`src/design/mcts_pkg.sv`:
```
// ----------------------------------------------------------------------------
// mcts_pkg
// Shared constants and types for the multi-channel timing statistics block.
// ----------------------------------------------------------------------------
package mcts_pkg;

    localparam int DEF_CHANNEL_COUNT = 6;
    localparam int DATA_W            = 32;
    localparam int IDX_W             = 3;
    localparam logic [DATA_W-1:0] ONE = 32'd1;

    // register map
    localparam logic [1:0] REG_LOOP_BUDGET = 2'd0;

    // per-item command from the sequencer to each lane
    typedef struct packed {
        logic              start;
        logic [DATA_W-1:0] n;
    } lane_cmd_t;

endpackage

```
`src/design/mcts_lane.sv`:
```
// ----------------------------------------------------------------------------
// mcts_lane
// One channel: recent, peak and cumulative mean with a restoring divider
// that retires one quotient bit per cycle.
// ----------------------------------------------------------------------------
module mcts_lane
    import mcts_pkg::*;
(
    input  logic              clk,
    input  logic              rst_n,
    input  lane_cmd_t         cmd,
    input  logic [DATA_W-1:0] sample,
    output logic              busy,
    output logic [DATA_W-1:0] recent,
    output logic [DATA_W-1:0] mean,
    output logic [DATA_W-1:0] peak
);

    localparam int CNT_W = $clog2(2*DATA_W+1);

    logic [DATA_W-1:0]   recent_reg, mean_reg, peak_reg;
    logic [DATA_W-1:0]   div_reg;
    logic [2*DATA_W-1:0] dividend_reg;
    logic [DATA_W:0]     rem_reg;
    logic [CNT_W-1:0]    cnt_reg;
    logic                mul_reg, run_reg;
    logic [DATA_W-1:0]   old_n1;

    logic [DATA_W:0]     rem_shift;
    logic [DATA_W:0]     rem_sub;
    logic                take;

    assign old_n1    = cmd.n - ONE;
    assign rem_shift = {rem_reg[DATA_W-1:0], dividend_reg[2*DATA_W-1]};
    assign rem_sub   = rem_shift - {1'b0, div_reg};
    assign take      = !rem_sub[DATA_W];

    always_ff @(posedge clk or negedge rst_n)
    begin
        if (!rst_n)
        begin
            recent_reg <= '0;
            mean_reg   <= '0;
            peak_reg   <= '0;
            mul_reg    <= 1'b0;
            run_reg    <= 1'b0;
            cnt_reg    <= '0;
        end
        else if (cmd.start)
        begin
            recent_reg <= sample;
            if (sample > peak_reg)
                peak_reg <= sample;
            div_reg <= cmd.n;
            if (cmd.n <= ONE)
                mean_reg <= sample;
            else
            begin
                // product formed next cycle, then the shift-subtract loop
                dividend_reg <= {32'd0, old_n1};
                mul_reg      <= 1'b1;
            end
        end
        else if (mul_reg)
        begin
            dividend_reg <= 64'(mean_reg) * 64'(dividend_reg[DATA_W-1:0])
                            + 64'(recent_reg);
            rem_reg  <= '0;
            cnt_reg  <= CNT_W'(2*DATA_W);
            mul_reg  <= 1'b0;
            run_reg  <= 1'b1;
        end
        else if (run_reg)
        begin
            rem_reg      <= take ? rem_sub : rem_shift;
            dividend_reg <= {dividend_reg[2*DATA_W-2:0], take};
            cnt_reg      <= cnt_reg - 1'b1;
            if (cnt_reg == CNT_W'(1))
            begin
                run_reg  <= 1'b0;
                mean_reg <= {dividend_reg[DATA_W-2:0], take};
            end
        end
    end

    assign busy   = mul_reg | run_reg;
    assign recent = recent_reg;
    assign mean   = mean_reg;
    assign peak   = peak_reg;

endmodule

```
`config.mk`:
```
export PLATFORM = sky130hd
export DESIGN_NAME = mcts_lane
export DESIGN_NICKNAME = d
export VERILOG_FILES = /design/src/design/mcts_pkg.sv /design/src/design/mcts_lane.sv
export SDC_FILE = /design/constraint.sdc
export NUM_CORES = 2
export LEC_CHECK = 0
export BUFFER_PORTS_ARGS = -buffer_cell sky130_fd_sc_hd__buf_2
export CORE_MARGIN = 10
export CORE_UTILIZATION = 47
export DETAILED_ROUTE_END_ITERATION = 8
export GPL_TIMING_DRIVEN = 0
export PLACE_DENSITY = 0.65
export REMOVE_ABC_BUFFERS = 1
export SLEW_MARGIN = 25
export SYNTH_ARGS = -nofsm -noshare
export SYNTH_HDL_FRONTEND = slang
export SYNTH_SLANG_ARGS = --single-unit
```
`constraint.sdc`:
```
create_clock -name clk -period 10.2 [get_ports clk]
set_input_delay 0.51 -clock clk [delete_from_list [all_inputs] [get_ports clk]]
set_output_delay 0.51 -clock clk [all_outputs]
set_load 0.005 [all_outputs]
```
; ---- Yosys cells after proc, flatten, opt, wreduce, memory -nomap -nowiden
; Cells that the tools add are included.
[classes]
n_addsub = 4
mul = 1
order_cmp = 2
eq_ne = 4
muxes = 18
n_bitwise = 2
reduce_logical = 11
[ops]
columns = operator, n
row1 = two-way mux 64 bit, 4
row2 = two-way mux 32 bit, 7
row3 = adder 64 x 32 -> 64 bit, 1
row4 = multiplier 32 x 32 -> 64 bit, 1
row5 = subtractor 33 x 32 -> 33 bit, 1
row6 = > comparator 32 bit, 1
row7 = "<= comparator 32 x 1 -> 1 bit, second input constant", 1
row8 = "subtractor 32 x 1 -> 32 bit, second input constant", 1
row9 = two-way mux 7 bit, 2
row10 = "equality test 7 x 1 -> 1 bit, second input constant", 1
row11 = "subtractor 7 x 1 -> 7 bit, second input constant", 1
row12 = AND reduction 2 bit, 3
row13 = AND reduction 3 bit, 2
row14 = nonzero test 2 bit, 3
row15 = two-way mux 1 bit, 5
row16 = "!= test 2 bit, second input constant", 2
row17 = AND reduction 4 bit, 1
row18 = nonzero test 3 bit, 1
row19 = "!= test 2 x 1 -> 1 bit, second input constant", 1
row20 = logical NOT 1 bit, 1
row21 = NOT 1 bit, 1
row22 = bitwise OR 1 bit, 1
[totals]
register_bits = 233
out_inout_bits = 97
wordCells = 51

; ---- Longest topological paths before layout
[logic_depth]
ltp_word = 6
mapped_depth = 30

; ---- Least setup slack after synthesis
; OpenSTA, ideal clock, no wires.
[synth_path]
path_kind = flip-flop to flip-flop
startpoint = register mean_reg[22] (netlist: mean[22])
endpoint = register dividend_reg[55] (data pin)
t_arrival_ns = 7.160
required_ns = 9.941
setup_slack_ns = 2.781
stages_incl_launch_ff = 28
n_path_buf = 2
cell_sequence = dfrtp_1 > clkbuf_1 > nand2_1 > fa_1 > inv_1 > fa_1 > inv_1 > fa_1 > inv_1 > fa_1 > fa_1 > fa_1 > fa_1 > inv_1 > fa_1 > inv_1 > ha_1 > clkbuf_1 > a21oi_1 > o21ai_0 > a21oi_1 > o221ai_1 > a21o_1 > a211oi_2 > o21ai_0 > a21oi_1 > nor3_1 > a211o_1
[synth_via]
elab_chain_cells = 4
[synth_rtl]
columns = element, line
row1 = from (decl), mcts_lane.sv:21  ; logic [DATA_W-1:0] recent_reg, mean_reg, peak_reg;
row2 = from (signal assigned), mcts_lane.sv:56  ; mean_reg <= sample;
row3 = from (signal assigned), mcts_lane.sv:81  ; mean_reg <= {dividend_reg[DATA_W-2:0], take};
row4 = multiplier 32 x 32 -> 64 bit, mcts_lane.sv:66  ; dividend_reg <= 64'(mean_reg) * 64'(dividend_reg[DATA_W-1:0])
row5 = adder 64 x 32 -> 64 bit, mcts_lane.sv:67  ; + 64'(recent_reg);
row6 = two-way mux 64 bit, mcts_lane.sv:64  ; else if (mul_reg)
row7 = two-way mux 64 bit, mcts_lane.sv:49  ; else if (cmd.start)
row8 = to (signal assigned), mcts_lane.sv:60  ; dividend_reg <= {32'd0, old_n1};
row9 = to (signal assigned), mcts_lane.sv:66
row10 = to (signal assigned), mcts_lane.sv:76  ; dividend_reg <= {dividend_reg[2*DATA_W-2:0], take};
row11 = to (decl), mcts_lane.sv:23  ; logic [2*DATA_W-1:0] dividend_reg;
; No other way between the ends.
; A chain may end at the register's enable or synchronous reset.

; ---- Worst setup path in the final report
[layout_path]
startpoint = register dividend_reg[8]
endpoint = register dividend_reg[55] (data pin)
[layout_via]
elab_chain_cells = 4
[layout_rtl]
columns = element, line
row1 = multiplier 32 x 32 -> 64 bit, mcts_lane.sv:66
row2 = adder 64 x 32 -> 64 bit, mcts_lane.sv:67
row3 = two-way mux 64 bit, mcts_lane.sv:64
row4 = two-way mux 64 bit, mcts_lane.sv:49
; No other way between the ends.

==> results by group <==
GRT
  • Vias in the first global route: 37100
  • Global-route usage over all layers: 0.242
  • Largest net degree at the start of global routing: around 110
  • Initial antenna violation count: 10
  • GRT overflow: 0
  • First-pass GRT wire length: 214000 µm

Floorplanning
  • Initial Util: 0.475
  • Die ar.: 113000 µm²
  • Core area: ~99000 µm²
  • Io pins: between 150 and 200
  • Row cnt: around 120
  • Die W: around 340 µm
  • Die Y: roughly 340 µm

Route
  • Average vias per placed instance: about 5.5
  • Drt initial violations: around 2600
  • Pre-antenna DRT Iters: 5
  • Via count: 34700
  • Avg WL per Cell: 21.1 µm
  • Final ANT Viol Nets: 0
  • Routed WL: roughly 130000 µm
  • Post-route DRC: 0

Run
  • Max Cap Viol: 0

Logic synthesis
  • Syn_area_per_cell: ~9.4 µm²
  • Total of warnings raised by yosys: 0
  • Unique masters post-synth: 80
  • Sequential area share after synthesis: 0.138
  • Post-synth ARST share: 0.451
  • Mapped cell area: 46900 µm²
  • Syn Inst Count: 4986
  • Post-synth EDFFs: about 130
  • Most used DFF post-synth: edfxtp_1
  • #FFs+latches synth: around 230

Worst setup path
  • Cells on worst reg2reg path: 27
  • Origin of the critical flop-to-flop path: dividend_reg[8]
  • Startpoint types: flip-flop
  • CP max FO: 12
  • Worst setup path category: reg -> reg
  • Worst R2R End: dividend_reg[55]
  • CP required: 10.54 ns
  • CP arrival: about 9 ns
  • Crit. End Element: flip-flop
  • R2r setup slk: ~1.4 ns

Finish
  • Fin area: roughly 51000 µm²
  • Area Overhead vs Synth: 9.12%
  • Most frequent cells in the layout: inv_1 (1018), fa_1 (929), and2_1 (597), nand2_1 (595), ha_1 (331)
  • Share of cells above drive strength 1: 0.0845
  • FILL cells: roughly 9000
  • Leading cell type in the layout, fill and taps excluded: inv_1
  • Max reg flops: 64
  • Layout net count: ~6300

STA
  • Final setup viols: 0
  • Slew Viols, Final: 0
  • Fmax: 113 MHz
  • Crit share post-route: 0.867
  • Clock Skew: 0.0365 ns
  • RSZ-0062 raised after global routing: no
  • Hold WS: between 0.1 and 0.15 ns
  • Final min period: around 8.8 ns
  • Final hold vios: 0
  • Worst Tran Pin Value: 0.962 ns
  • Setup TNS: 0 ns
  • Slew margin rel.: 0.358

CTS
  • CTS Sinks: approximately 230
  • TritonCTS clock tree: built
  • Clock Path Buffers: 3
  • Setup Buffers After CTS: 0
  • Root Driver: clkbuf_16
  • Number of gates resized after CTS: 0
  • Htree depth: 1
  • Num CTS Buffers: 29
  • Clk Latency, worst-skew pair: approximately 0.62 ns
  • Clock transition at path regs: 0.06 ns

Placed design
  • DP HPWL: 107000 µm
  • Buffers added on ports: between 150 and 200
  • Gpl congestion: between 0.8 and 0.9
  • Post-DP Area: roughly 50000 µm²

Hold path
  • Hold Crit Depth: 1
  • Startpoint of the worst hold path: cmd[4]
  • Hold Path Class: in -> reg
  • WHS Endpoint: div_reg[4]

Outcome
  • Status: completed
==> final cells by class <==
cell class | instances | area, µm² | share of cell area
diodes | 6 | 15.0 | 0.000294
clock buffers | 41 | 821 | 0.0160
clock inverters | 13 | 156 | 0.00306
inverters | 1019 | 3820 | 0.0748
multi-input cells | 3464 | 35500 | 0.694
flip-flops and latches | 233 | 6520 | 0.127
well taps | 1287 | 1610 | 0.0315
repair buffers | 269 | 2680 | 0.0525
==> cells in the mapped netlist (37+ instances only) <==
master | instances | area share
fa_1 | 929 | 0.40
o21ai_0 | 129 | 0.014
clkbuf_1 | 250 | 0.020
and2_1 | 598 | 0.080
nor2_1 | 139 | 0.011
nand2_1 | 595 | 0.048
inv_1 | 1019 | 0.082
xnor2_1 | 63 | 0.012
ha_1 | 331 | 0.088
nand4_1 | 37 | 0.0049
edfxtp_1 | 128 | 0.082
mux2_2 | 46 | 0.011
a21oi_1 | 135 | 0.014
xor2_1 | 43 | 0.0080
dfrtp_1 | 105 | 0.056
a21o_1 | 49 | 0.0078
mux2i_1 | 69 | 0.015
==> timing repair <==
action,4_1_cts,5_1_grt
hold buffers,1,0
endpoints found under the hold margin,37,0
setup endpoints to repair,0,0
==> logic make-up after synthesis <==
logic type               count (synthesis)  synth area share
flip-flops                             233             0.138
adder cells (fa/ha/maj)               1260             0.485
XOR/XNOR                               106            0.0198
AND/OR/NAND/NOR                       1507             0.162
AO/OA/AOI/OAI                          474            0.0638
multiplexers                           117            0.0263
buffers and inverters                 1289             0.105
==> worst max path at each step <==
| stage | cells after the start | to | startpoint |
|---|---|---|---|
| after global placement | 24 | dividend_reg[58] | dividend_reg[9] |
| after floorplan | 26 | dividend_reg[58] | dividend_reg[17] |
| after detailed placement | 27 | dividend_reg[55] | dividend_reg[8] |
| final | 27 | dividend_reg[55] | dividend_reg[8] |
| after global routing | 29 | dividend_reg[55] | dividend_reg[8] |
| after CTS | 27 | dividend_reg[55] | dividend_reg[8] |
==> through the flow <==
step,setup WS (ns),instances,util
2_1_floorplan,2.62,4716,-
3_3_place_gp,0.796,6166,0.488
3_5_place_dp,1.48,6271,0.508
4_1_cts,1.45,6326,0.518
5_1_grt,1.10,6326,0.518
6_report,1.35,6332,0.518
==> worst max-delay path, cell delays in order (launching register included) <==
cell	delay [ns]
edfxtp_1	0.57
buf_8	0.24
buf_8	0.16
buf_8	0.15
and2_1	0.16
fa_1	0.51
fa_1	0.56
inv_1	0.06
fa_1	0.51
fa_1	0.52
inv_1	0.06
fa_1	0.55
fa_1	0.43
fa_1	0.52
inv_1	0.08
fa_1	0.56
inv_1	0.07
ha_1	0.37
a21oi_1	0.20
o21ai_0	0.18
a21oi_1	0.29
o221ai_1	0.18
a21o_1	0.26
a211oi_2	0.49
o21ai_0	0.26
a21oi_1	0.26
nor3_1	0.08
a211o_1	0.29
==> layer usage <==
metal / GRT usage / up-vias / wire, µm
li1: - / 15200 / -
met1: 0.323 / 17900 / 55300
met2: 0.403 / 1275 / 63800
met3: 0.0331 / 280 / 9410
met4: 0.0784 / 2 / 4830
met5: 0 / - / 13
Power is left out: the tool's default activity adds up to more than one toggle a clock period on the data nets, which glitch-free logic cannot reach.
