===== src/design/mcts_pkg.sv =====
// ----------------------------------------------------------------------------
// mcts_pkg
// Shared constants and types for the multi-channel timing statistics block.
// ----------------------------------------------------------------------------
package mcts_pkg;

    localparam int DEF_CHANNEL_COUNT = 6;
    localparam int DATA_W            = 32;
    localparam int IDX_W             = 3;
    localparam logic [DATA_W-1:0] ONE = 32'd1;

    // register map
    localparam logic [1:0] REG_LOOP_BUDGET = 2'd0;

    // per-item command from the sequencer to each lane
    typedef struct packed {
        logic              start;
        logic [DATA_W-1:0] n;
    } lane_cmd_t;

endpackage


===== src/design/mcts_merge.sv =====
// ----------------------------------------------------------------------------
// mcts_merge
// Serializes the lane results, one item per channel, behind an output
// register.
// ----------------------------------------------------------------------------
module mcts_merge
    import mcts_pkg::*;
#(
    parameter int CHANNEL_COUNT = DEF_CHANNEL_COUNT
)
(
    input  logic              clk,
    input  logic              rst_n,
    input  logic              go,
    input  logic [DATA_W-1:0] recent_in [CHANNEL_COUNT],
    input  logic [DATA_W-1:0] mean_in   [CHANNEL_COUNT],
    input  logic [DATA_W-1:0] peak_in   [CHANNEL_COUNT],
    output logic              active,
    output logic              valid,
    input  logic              stall,
    output logic [IDX_W-1:0]  index,
    output logic [DATA_W-1:0] recent,
    output logic [DATA_W-1:0] mean,
    output logic [DATA_W-1:0] peak,
    output logic              last
);

    localparam int SEL_W = (CHANNEL_COUNT > 1) ? $clog2(CHANNEL_COUNT) : 1;

    logic [SEL_W-1:0] sel_reg;
    logic             active_reg, valid_reg;
    logic [IDX_W-1:0] index_reg;
    logic [DATA_W-1:0] recent_reg, mean_reg, peak_reg;
    logic              last_reg;
    logic              load;

    assign load = active_reg && (!valid_reg || !stall);

    always_ff @(posedge clk or negedge rst_n)
    begin
        if (!rst_n)
        begin
            sel_reg    <= '0;
            active_reg <= 1'b0;
            valid_reg  <= 1'b0;
        end
        else
        begin
            if (valid_reg && !stall && !load)
                valid_reg <= 1'b0;
            if (go)
            begin
                active_reg <= 1'b1;
                sel_reg    <= '0;
            end
            else if (load)
            begin
                valid_reg  <= 1'b1;
                index_reg  <= IDX_W'(sel_reg);
                recent_reg <= recent_in[sel_reg];
                mean_reg   <= mean_in[sel_reg];
                peak_reg   <= peak_in[sel_reg];
                last_reg   <= (sel_reg == SEL_W'(CHANNEL_COUNT-1));
                if (sel_reg == SEL_W'(CHANNEL_COUNT-1))
                    active_reg <= 1'b0;
                else
                    sel_reg <= sel_reg + 1'b1;
            end
        end
    end

    assign active = active_reg | valid_reg;
    assign valid  = valid_reg;
    assign index  = index_reg;
    assign recent = recent_reg;
    assign mean   = mean_reg;
    assign peak   = peak_reg;
    assign last   = last_reg;

    a_last_ends: assert property (@(posedge clk) disable iff (!rst_n)
        (load && sel_reg == SEL_W'(CHANNEL_COUNT-1)) |=> !active_reg)
        else $error("merge kept running after last channel");
    a_hold: assert property (@(posedge clk) disable iff (!rst_n)
        (valid_reg && stall) |=> valid_reg && $stable(index_reg))
        else $error("stalled result changed");
    a_no_go_busy: assert property (@(posedge clk) disable iff (!rst_n)
        go |-> !active_reg)
        else $error("new item started while results pending");

endmodule


===== config.mk =====
export PLATFORM = sky130hd
export DESIGN_NAME = mcts_merge
export DESIGN_NICKNAME = d
export VERILOG_FILES = /design/src/design/mcts_pkg.sv /design/src/design/mcts_merge.sv
export SDC_FILE = /design/constraint.sdc
export NUM_CORES = 1
export LEC_CHECK = 0
export ABC_AREA = 1
export BUFFER_PORTS_ARGS = -buffer_cell sky130_fd_sc_hd__buf_2
export CAP_MARGIN = 10
export CORE_AREA = 2 2 267 269
export CTS_BUF_LIST = sky130_fd_sc_hd__clkbuf_8
export DETAILED_ROUTE_END_ITERATION = 12
export DIE_AREA = 0 0 269 271
export GPL_TIMING_DRIVEN = 0
export PLACE_DENSITY = 0.39
export SKIP_CTS_REPAIR_TIMING = 1
export SLEW_MARGIN = 20
export SYNTH_ARGS = -nofsm -noshare
export SYNTH_HDL_FRONTEND = slang
export SYNTH_SLANG_ARGS = --single-unit

===== constraint.sdc =====
create_clock -name clk -period 10.8 [get_ports clk]
set_input_delay 1.08 -clock clk [delete_from_list [all_inputs] [get_ports clk]]
set_output_delay 1.08 -clock clk [all_outputs]
set_load 0.01 [all_outputs]

Word level (Yosys, flattened, before mapping)
Cells that the tools add are included. W data, S select, Z words.

Bits in registers: 105. Bits in latches: 0. Memory bits (writable): 0. Memory bits (read-only): 0. Input bits: 580. Output and inout port bits: 102. Word-level logic and storage cells: 45. Memories: 0.

$add $sub $neg: 1. $mul: 0. Divide/modulo/power cells: 0. Order comparisons: 1. Equality and inequality tests: 2. Shift-type cells: 0. Multiplexer cells: 18. Bitwise logic cells: 3. Reduce and logical (&&, ||, !) cells: 12.

Operator list (count): $bmux W32 S3 (3); $mux W32 (6); $mux W3 (3); $mux W1 (6); $ge A4 B4 Y1 const B (1); $not A3 Y4 (1); $reduce_and A2 Y1 (2); $reduce_bool A2 Y1 (2); $add A3 B1 Y3 const B (1); $eq A3 B3 Y1 const B (1); $logic_and A1 B1 Y1 (3); $logic_not A1 Y1 (3); $reduce_and A3 Y1 (1); $ne A2 B2 Y1 const B (1); $logic_or A1 B1 Y1 (1); $not A1 Y1 (1); $or A1 B1 Y1 (1).

Logic depth before layout (Yosys ltp)
Gate-level depths: netlist of the first run.

Depth in word-level cells: 8. Depth in mapped cells: 10. Gate-level depth less buffers: 8.

Worst setup path after synthesis of the first run
No wires, ideal clock.

Path type: input to register. Start: input port go. End: register index_reg[0], in the netlist index[0] (enable). Library setup time: 0.559 ns. Data arrival time: 5.438 ns. Required time: 10.241 ns. Setup slack: 4.802 ns. Stages: 3. Buffers on the path: 0. Cells stage by stage: inv_1 -> nand2_1 -> nor2_1.

Longest elaborated chain between the ends: 2.

Ends and longest elaborated chain: from (decl) (line mcts_merge.sv:14) `input logic go,`; $not A1 Y1 (no source line); $reduce_and A3 Y1 (no source line); to (signal assigned) (line mcts_merge.sv:59) `index_reg <= IDX_W'(sel_reg);`; to (decl) (line mcts_merge.sv:32) `logic [IDX_W-1:0] index_reg;`.

Every way passes these cells. A chain may end at the register's enable or synchronous reset.

Worst setup path after layout of the first run
Start: register active_reg. End: output port active.

Longest elaborated chain between the ends: 1.

Ends and longest elaborated chain: from (decl) (line mcts_merge.sv:31) `logic active_reg, valid_reg;`; from (signal assigned) (line mcts_merge.sv:44) `active_reg <= 1'b0;`; from (signal assigned) (line mcts_merge.sv:53) `active_reg <= 1'b1;`; from (signal assigned) (line mcts_merge.sv:65) `active_reg <= 1'b0;`; $or A1 B1 Y1 (line mcts_merge.sv:72) `assign active = active_reg | valid_reg;`; to (decl) (line mcts_merge.sv:18) `output logic active,`.

Every way passes these cells.

==> results of run 1 <==
[per-layer routing]
layer / vias up / part of all wire / global-route usage
li1: 6475 / - / -
met1: 5672 / 0.44 / 0.210
met2: 359 / 0.49 / 0.280
met3: 37 / 0.046 / 0.0243
met4: 0 / 0.014 / 0.0371
met5: - / 0 / 0
[path summary, 6_finish.rpt]
path | end | cells past startpoint | start | slack (ps)
hold reg to reg | index[1] | 0 | sel_reg[1] | 560
setup reg to reg | recent[11] | 9 | sel_reg[0] | 8660
max in group asynchronous | sel_reg[0] | 1 | rst_n | 10200
setup / recovery | active | 2 | active_reg | 8410
hold / removal | valid | 1 | rst_n | 440
min in group clk | index[1] | 0 | sel_reg[1] | 560
[cell usage after synthesis, drive strengths merged]
master	n	area [µm²]
dfrtp	5	125
ha	2	25.0
nand2	690	2590
edfxtp	100	3000
o211ai	96	721
or2	97	607
nor3	1	5.00
buf	86	599
nand3	194	971
nor2	4	22.5
o21ai	1	5.00
inv	389	1470
clkbuf	18	68.8
nand4	1	6.26
[logic make-up after synthesis]
family | after synthesis | share of synthesized area
fa+ha+maj | 2 | 0.00245
buf+inv | 493 | 0.209
compound gates | 97 | 0.0711
flops | 105 | 0.306
simple gates | 987 | 0.411
[final cells by class]
cell class	instances	area (µm²)	area share
Tap cell	940	1180	0.0777
Sequential cell	105	3130	0.207
Multi-Input combinational cell	1086	4960	0.328
Clock buffer	9	124	0.00818
Timing Repair Buffer	686	3520	0.233
Antenna cell	8	20.0	0.00132
Clock inverter	7	78.8	0.00521
Buffer	104	668	0.0441
Inverter	389	1470	0.0968
[report_power, final]
group	internal [µW]	switching, µW	total (µW)
registers	504	7.54	511
clock network	110	185	295
logic	301	502	803
total	915	694	1610
[per-stage QoR]
step                      power [µW]  instances  utilization  setup slack [ps]  hold WS (ps)
after detailed placement        1340       3310        0.214              7990           508
after floorplan                  982       1684            -              4800           452
after global routing            1750       3333        0.217              8330           396
after global placement          1340       3305        0.212              1030           491
after CTS                       1650       3326        0.217              8340           376
final                           1610       3334        0.217              8410           441
==> summary.md, run 1 <==
| Metric | Value |
|---|---|
| Status | finished clean |
| Crit path cell chain | or2_2, buf_2 |
| Syn Nets | 2,266 |
| Post-route setup TNS | 0 ps |
| Clk_skew | 30.8 ps |
| Starting density of the core | 0.146 |
| GP Congestion | 0.889 |
| Syn Inst Count | 1,684 |
| Initial antenna violation count | 8 |
| RSZ-0062 raised after global routing | no |
| Die ar. | 72,900 µm² |
| Critical path capture point type | output pin |
| Cell Area, Synth | 10,200 µm² |
| Data arrival, critical path | 1310 ps |
| Worst-Skew Late Latency | 440 ps |
| Slowest Stage Delay on Critical Path | 440 ps |
| Pwr dens | 106 nW/µm² |
| GRT Total Usage | 0.162 |
| Die extent in y | 271 µm |
| Final net count | 2,963 |
| Relative slew slack | 0.499 |
| P_leak | 0.00902 µW |
| Post-synthesis sequential area ratio | 0.306 |
| Syn. warnings | 0 |
| CTS tree | yes |
| Measured slew at the worst slew-check pin | 751 ps |
| CTS max path bufs | 2 |
| Startpoint type of the worst setup path | flip-flop |
| Post-DP HPWL | 50,400 µm |
| Drt first pass iters | 4 |
| Vias | 12,543 |
| Rows | 97 |
| CTS Sinks | 105 |
| Tcrit/Tclk final | 0.221 |
| Worst-path maximum fanout | 5 |
| Global-route wire length before repair | 84,700 µm |
| Post-synthesis average cell area | 6.07 µm² |
| Worst vdd ir | 0.0000580 V |
| Buf/Inv on CP | 1 |
| Final Hold Fails | 0 |
| Root Buffer | clkbuf_8 |
| Area Growth Syn to Fin | 48.3% |
| Design area | 15,100 µm² |
| Initial drt markers | 686 |
| Fmax | 418 MHz |
| Layout cells sized above 1 | 0.359 |
| Final Setup Violations | 0 |
| H-tree Lvls | 3 |
| Final Slew Violations | 0 |
| IO Pins | 682 |
| Delay-heaviest family, CP | flip-flops |
| Wire per inst | 18.4 µm |
| Flops & latches, synth | 105 |
| Die width | 269 µm |
| Pin count of the biggest net entering global routing | 22 |
| Via/cell ratio | 3.76 |
| Final WL | 61,400 µm |
| Total grt overflow | 0 |
| Critical path's slowest cell | dfrtp_1 |
| Min-Delay Path Class | in2async |
| Most frequent cells in the layout | buf_2 (707), nand2_1 (690), inv_1 (387) |
| Post-synthesis cell type count | 23 |
| Setup CP Type | reg2out |
| MaxCap Viol Count | 0 |
| Post-DP Area | 14,900 µm² |
| CTS Buf Count | 9 |
| Area of the core | 69,800 µm² |
| Minimum clock period | 2390 ps |
| Fill cells | 8,343 |
| DRC | 0 |
| Buffers added on ports | 681 |
| Routed Antenna Nets | 0 |
| Commonest non-fill, non-tap cell in the layout | buf_2 |
| Required @ worst endpoint | 9720 ps |
| Clock Pin Slew Worst Setup and Hold Paths | 140 ps |
| Vias in the first global route | 12,275 |
Power figures use the tool's default switching activity.
==> inputs of run 2 (changes only) <==
Settings changed: ABC_AREA 1 to 0, CORE_AREA 2 2 267 269 to 2 2 264 266, DIE_AREA 0 0 269 271 to 0 0 266 268.
Clock period 10.8 ns to 2.1 ns, I/O delays scaled along.
==> summary.md, run 2 <==
| Metric | Value |
|---|---|
| Status | finished clean |
| Area of the core | 68,200 µm² (-2.2%) |
| Worst reg2reg startpoint | sel_reg[0] |
| Data arrival, critical path | 2210 ps (+900 ps) |
| Layout cells sized above 1 | 0.679 (+0.320) |
| Via/cell ratio | 3.77 (+0.23%) |
| Crit path cell chain | buf_6, buf_6, buf_4, mux2i_1, o221ai_2 |
| Pin count of the biggest net entering global routing | 17 (-23%) |
| GRT Total Usage | 0.124 (-0.0383) |
| Hold path cells | 2 |
| Final Slew Violations | 0 (unchanged) |
| Drt first pass iters | 4 (unchanged) |
| Largest family of logic cells by synthesized area | multiplexers |
| Post-synth top cells | mux2i_1 (192), edfxtp_1 (100), nand2_1 (98) |
| H-tree Lvls | 3 (unchanged) |
| GP Congestion | 0.843 (-5.2%) |
| Rows | 96 (-1.0%) |
| Asr flop ratio synth | 0.0476 (unchanged) |
| Seq pwr share | 0.384 (+0.066) |
| Critical Path Most Common Cell | buf_6 |
| Final Hold Fails | 0 (unchanged) |
| Die ar. | 71,300 µm² (-2.2%) |
| Most common cell in the netlist | mux2i_1 |
| Global-route wire length before repair | 63,000 µm (-26%) |
| Min-delay src | go |
| Clock Pin Slew Worst Setup and Hold Paths | 120 ps (-20 ps) |
| Met1 GRT Util | 0.140 (-0.0695) |
| CTS max path bufs | 2 (unchanged) |
| Minimum clock period | 2020 ps |
| Fmax | 495 MHz |
| Reg2Reg Depth | 5 (-4) |
| MaxCap Viol Count | 0 (unchanged) |
| Area contributors post-synth | edfxtp_1 (35%), mux2i_1 (22%), mux2_4 (13%) |
| Reg-to-reg slack, setup | 80 ps (-8580 ps) |
| Die width | 266 µm (-1.1%) |
| Compound-Gate Fraction of Synth Area | 0.158 (+0.0869) |
| Routed Antenna Nets | 0 (unchanged) |
| Measured slew at the worst slew-check pin | 629 ps (-122 ps) |
| Min-Delay Path Class | in2reg |
| Post-Place Cells | 2,245 (-32%) |
| Vias | 8,537 (-32%) |
| Clock power share | 0.220 (+0.037) |
| Worst vdd ir | 0.000356 V (+510%) |
| Area Growth Syn to Fin | 56.4% |
| GRT Max-Usage Layer | met2 |
| Initial antenna violation count | 7 (-1) |
| Critical path's slowest cell | dfrtp_1 |
| Synth Area in Simple Gates | 0.0480 (-0.363) |
| Syn Inst Count | 674 (-60%) |
| IO Pins | 682 (unchanged) |
| Critical path capture point type | flip-flop |
| Pwr dens | 476 nW/µm² (+350%) |
| Buf/Inv on CP | 3 (+2) |
| Final net count | 1,955 (-34%) |
| Sw frac | 0.338 (-0.0929) |
| Yosys top cell by area | edfxtp_1 |
| Xor and xnor area share after synthesis | 0 (unchanged) |
| Starting density of the core | 0.127 (-0.0196) |
| Tcrit/Tclk final | 0.963 |
| Post-synthesis sequential area ratio | 0.362 (+0.0554) |
| Total grt overflow | 0 (unchanged) |
| Post-synth EDFFs | 100 (unchanged) |
| Required @ worst endpoint | 2290 ps (-7430 ps) |
| Slowest Stage Delay on Critical Path | 460 ps (+20 ps) |
| Worst-path maximum fanout | 11 (+6) |
| Delay-heaviest family, CP | buffers and inverters |
| Vias in the first global route | 9,338 (-24%) |
| GR Layer Usage met3 | 0.0300 (+0.00566) |
| GRT met2 Usage | 0.225 (-0.0556) |
| Wire per inst | 20.4 µm (+11%) |
| Mux cell area share after synthesis | 0.379 (+0.379) |
| Final WL | 46,100 µm (-25%) |
| Post-synthesis average cell area | 12.8 µm² (+110%) |
| Post-DP HPWL | 39,500 µm (-22%) |
| Relative slew slack | 0.581 (+0.0813) |
| Die extent in y | 268 µm (-1.1%) |
| Final core utilization | 0.198 (-0.0188) |
| Setup CP Type | reg2reg |
| CTS Sinks | 105 (unchanged) |
| Commonest non-fill, non-tap cell in the layout | buf_2 |
| Syn. warnings | 0 (unchanged) |
| Post-Layout Cell Count | 2,264 (-32%) |
| Root Buffer | clkbuf_8 |
| Initial drt markers | 275 (-60%) |
| Flops & latches, synth | 105 (unchanged) |
| Reg2Reg Capture Point | peak[21] |
| Cell Area, Synth | 8650 µm² (-15%) |
| Top-area cell type share of the netlist area | 0.347 (+0.0532) |
| Int Pwr | 4260 µW (+370%) |
| Sw power | 2180 µW (+210%) |
| CTS tree | yes |
| Final Setup Violations | 0 (unchanged) |
| Worst-Skew Late Latency | 430 ps (about the same) |
| Startpoint type of the worst setup path | flip-flop |
| P_leak | 0.00599 µW (-34%) |
| Clk_skew | 13.6 ps (-17.2 ps) |
| CTS Buf Count | 9 (unchanged) |
| Post-route setup TNS | 0 ps (unchanged) |
| Ys flop type | edfxtp_1 |
| Most frequent cells in the layout | buf_2 (700), mux2i_1 (190), edfxtp_1 (100) |
| Synth Area in Adders | 0.00289 (+0.000443) |
| DRC | 0 (unchanged) |
| Worst hold path endpoint | sel_reg[1] |
| Post-synthesis cell type count | 30 (+30%) |
| Buffers added on ports | 681 (unchanged) |
| Syn Nets | 1,256 (-45%) |
| RSZ-0062 raised after global routing | no |
| Combinational fraction of design power | 0.396 (-0.103) |
run 2: changes by cell type after synthesis, moves of 14 or more:
cell,previous run,this run
inv_1,386,2
nand3_1,194,0
mux2_4,0,73
o221ai_1,0,23
mux2_2,0,23
or2_2,77,1
nand2_1,690,98
mux2i_1,0,192
o221ai_2,0,73
clkbuf_1,17,3
o211ai_1,96,0
or2_0,17,0
run 2: cell type report:
type	count	area, µm²
Clock inverter	6	61.3
Clock buffer	9	124
Timing Repair Buffer	688	3520
Fill cell	7604	54700
Sequential cell	105	3130
Antenna cell	5	12.5
Inverter	3	11.3
Multi-Input combinational cell	502	5110
Buffer	64	457
Tap cell	882	1100
run 2: cells by family after synthesis:
| group | count (synthesis) |
|---|---|
| buf+inv | 67 |
| fa+ha+maj | 2 |
| flops | 105 |
| mux | 288 |
| simple gates | 105 |
| compound gates | 107 |
run 2: stage by stage:
| step | area [µm²] | total power (µW) | setup WS (ps) | hold slack [ps] |
|---|---|---|---|---|
| 2_1_floorplan | 8660 | 3960 | -1540 | -85.6 |
| 5_1_grt | 13500 | 6840 | 3.27 | 4.66 |
| 3_3_place_gp | 13200 | 5090 | -3230 | 37.8 |
| 4_1_cts | 13500 | 6630 | -301 | -507 |
| 6_report | 13500 | 6440 | 77.9 | 28.7 |
| 3_5_place_dp | 13300 | 5120 | -275 | 41.5 |
run 2: power by group through the flow:
stage	logic (µW)	registers (µW)	clock network (µW)
2_1_floorplan	1390	2570	0
3_3_place_gp	2560	2530	0
3_5_place_dp	2590	2520	0
4_1_cts	2600	2480	1560
5_1_grt	2770	2480	1590
6_report	2550	2470	1420
run 2: layer usage:
metal | wire [µm] | up-vias
met5 | 37 | -
met4 | 1150 | 6
met3 | 3080 | 41
met2 | 23300 | 424
met1 | 18500 | 3985
li1 | - | 4081
run 2: how the worst max path moves through the flow:
stage                           from         end  slack [ps]  depth (start not counted)
after floorplan                valid    index[0]       -1540                          2
after global placement         valid     peak[6]       -3230                          2
after detailed placement  sel_reg[0]  recent[10]        -270                          5
after CTS                 sel_reg[0]    peak[22]        -300                          6
after global routing      active_reg     peak[9]           3                          6
final                     sel_reg[0]    peak[21]          80                          5
run 2: worst reg2reg max path, delay by kind of cell, from the launching register on:
kind,cells,cell delay [ps]
flops,1,460
compound gates,1,140
buf+inv,3,850
mux,1,340
==> inputs of run 3 (changes only) <==
Settings changed: PLACE_DENSITY 0.39 to 0.44.
==> summary.md, run 3 (synthesized netlist as in run 2, its figures left out) <==
| Metric | Value |
|---|---|
| Critical path capture point type | flip-flop |
| Tot Pwr | 6350 µW (-1.4%) |
| Initial drt markers | 262 (-4.7%) |
| Final Setup Violations | 0 (unchanged) |
| Final net count | 1,957 (+0.10%) |
| Layout cells sized above 1 | 0.678 (-0.000751) |
| Setup CP Type | reg2reg |
| Global-route wire length before repair | 61,700 µm (-2.2%) |
| Starting density of the core | 0.127 (unchanged) |
| P_leak | 0.00598 µW (-0.16%) |
| Wire per inst | 20.0 µm (-1.8%) |
| Initial antenna violation count | 4 (-3) |
| Clock Pin Slew Worst Setup and Hold Paths | 110 ps (about the same) |
| CTS max path bufs | 2 (unchanged) |
| RSZ-0062 raised after global routing | no |
| CTS tree | yes |
| Root Buffer | clkbuf_8 |
| Slowest Stage Delay on Critical Path | 410 ps (-50 ps) |
| Via/cell ratio | 3.80 (+0.70%) |
| Final Slew Violations | 0 (unchanged) |
| Clk_skew | 16.7 ps (+3.15 ps) |
| Buf/Inv on CP | 3 (unchanged) |
| Fmax | 499 MHz (+0.85%) |
| Worst-Skew Late Latency | 450 ps (+20 ps) |
| Die extent in y | 268 µm (unchanged) |
| Post-DP Area | 13,300 µm² (about the same) |
| Pin count of the biggest net entering global routing | 18 (+1) |
| Vias | 8,608 (+0.83%) |
| Final core utilization | 0.198 (-0.000715) |
| CTS Buf Count | 9 (unchanged) |
| GRT Total Usage | 0.121 (-0.00287) |
| IO Pins | 682 (unchanged) |
| Status | finished clean |
| Data arrival, critical path | 2180 ps (-30 ps) |
| Final Hold Fails | 0 (unchanged) |
| Rows | 96 (unchanged) |
| Most frequent cells in the layout | buf_2 (700), mux2i_1 (190), edfxtp_1 (100) |
| Vias in the first global route | 9,385 (+0.50%) |
| Minimum clock period | 2010 ps (-17.0 ps) |
| GP Congestion | 0.853 (+1.2%) |
| Commonest non-fill, non-tap cell in the layout | buf_2 |
| Critical Path Most Common Cell | buf_6 |
| Drt first pass iters | 4 (unchanged) |
| Fill cells | 7,633 (+0.38%) |
| Die width | 266 µm (unchanged) |
| CTS Sinks | 105 (unchanged) |
| Post-DP HPWL | 38,900 µm (-1.4%) |
| Required @ worst endpoint | 2270 ps (-20 ps) |
| Worst vdd ir | 0.000243 V (-32%) |
| Startpoint type of the worst setup path | flip-flop |
| Final WL | 45,300 µm (-1.7%) |
| H-tree Lvls | 3 (unchanged) |
| Setup WS post-layout | 95.0 ps (+17.0 ps) |
| Post-Place Setup Slack | -387 ps (-112 ps) |
| Area Growth Syn to Fin | 55.8% |
| Critical path's slowest cell | mux2i_1 |
| DRC | 0 (unchanged) |
| Measured slew at the worst slew-check pin | 613 ps (-16.1 ps) |
| Total grt overflow | 0 (unchanged) |
| Min-Delay Path Class | in2reg |
| Routed Antenna Nets | 0 (unchanged) |
| Pwr dens | 471 nW/µm² (-1.1%) |
| Area of the core | 68,200 µm² (unchanged) |
| Design area | 13,500 µm² (-0.36%) |
| MaxCap Viol Count | 0 (unchanged) |
| Tcrit/Tclk final | 0.955 (-0.00810) |
| Relative slew slack | 0.591 (+0.0107) |
| Die ar. | 71,300 µm² (unchanged) |
| Worst-path maximum fanout | 10 (-1) |
| Crit path cell chain | buf_2, buf_6, buf_6, mux2i_1, o221ai_1 |
| Buffers added on ports | 681 (unchanged) |
| Delay-heaviest family, CP | buffers and inverters |
==> run 3: report_power, final <==
group / switching [µW] / leakage, µW / internal [µW]
clock: 882 / 0.0000889 / 432
sequential: 25.0 / 0.000981 / 2450
combinational: 1290 / 0.00491 / 1270
total: 2200 / 0.00598 / 4150
==> run 3: area by class of cell <==
type                    instances  area, µm²  share of cell area
diodes                          5       12.5            0.000929
plain buffers                  64        452              0.0335
well taps                     882       1100              0.0819
repair buffers                690       3490               0.259
clock buffers                   9        124             0.00919
flip-flops and latches        105       3130               0.232
multi-input cells             502       5110               0.379
inverters                       3       11.3            0.000836
clock inverters                 7       43.8             0.00325
==> run 3: path summary, 6_finish.rpt <==
| path | cells past startpoint | endpoint | slack [ps] | startpoint |
|---|---|---|---|---|
| min in group asynchronous | 2 | sel_reg[0] | 170 | rst_n |
| setup / recovery | 5 | recent[31] | 90 | sel_reg[1] |
| setup reg to reg | 5 | recent[31] | 90 | sel_reg[1] |
| hold / removal | 2 | sel_reg[0] | 40 | go |
| hold reg to reg | 0 | index[1] | 510 | sel_reg[1] |
| max in group asynchronous | 2 | active_reg | 1790 | rst_n |
==> run 3: routing by layer <==
| metal | wire length [µm] | track usage | up-vias |
|---|---|---|---|
| met5 | 0 | 0 | - |
| met4 | 1910 | 0.0635 | 0 |
| met3 | 3040 | 0.0269 | 62 |
| met2 | 22600 | 0.215 | 457 |
| met1 | 17800 | 0.135 | 4000 |
| li1 | - | - | 4089 |
==> run 3: through the flow <==
| stage | instances | hold slack [ps] | TNS (ps) |
|---|---|---|---|
| 2_1_floorplan | 674 | -85.6 | -154400 |
| 3_3_place_gp | 2237 | 40.8 | -319480 |
| 3_5_place_dp | 2244 | 41.0 | -21130 |
| 4_1_cts | 2260 | -498 | -23270 |
| 5_1_grt | 2264 | 8.41 | 0 |
| 6_report | 2267 | 42.9 | 0 |
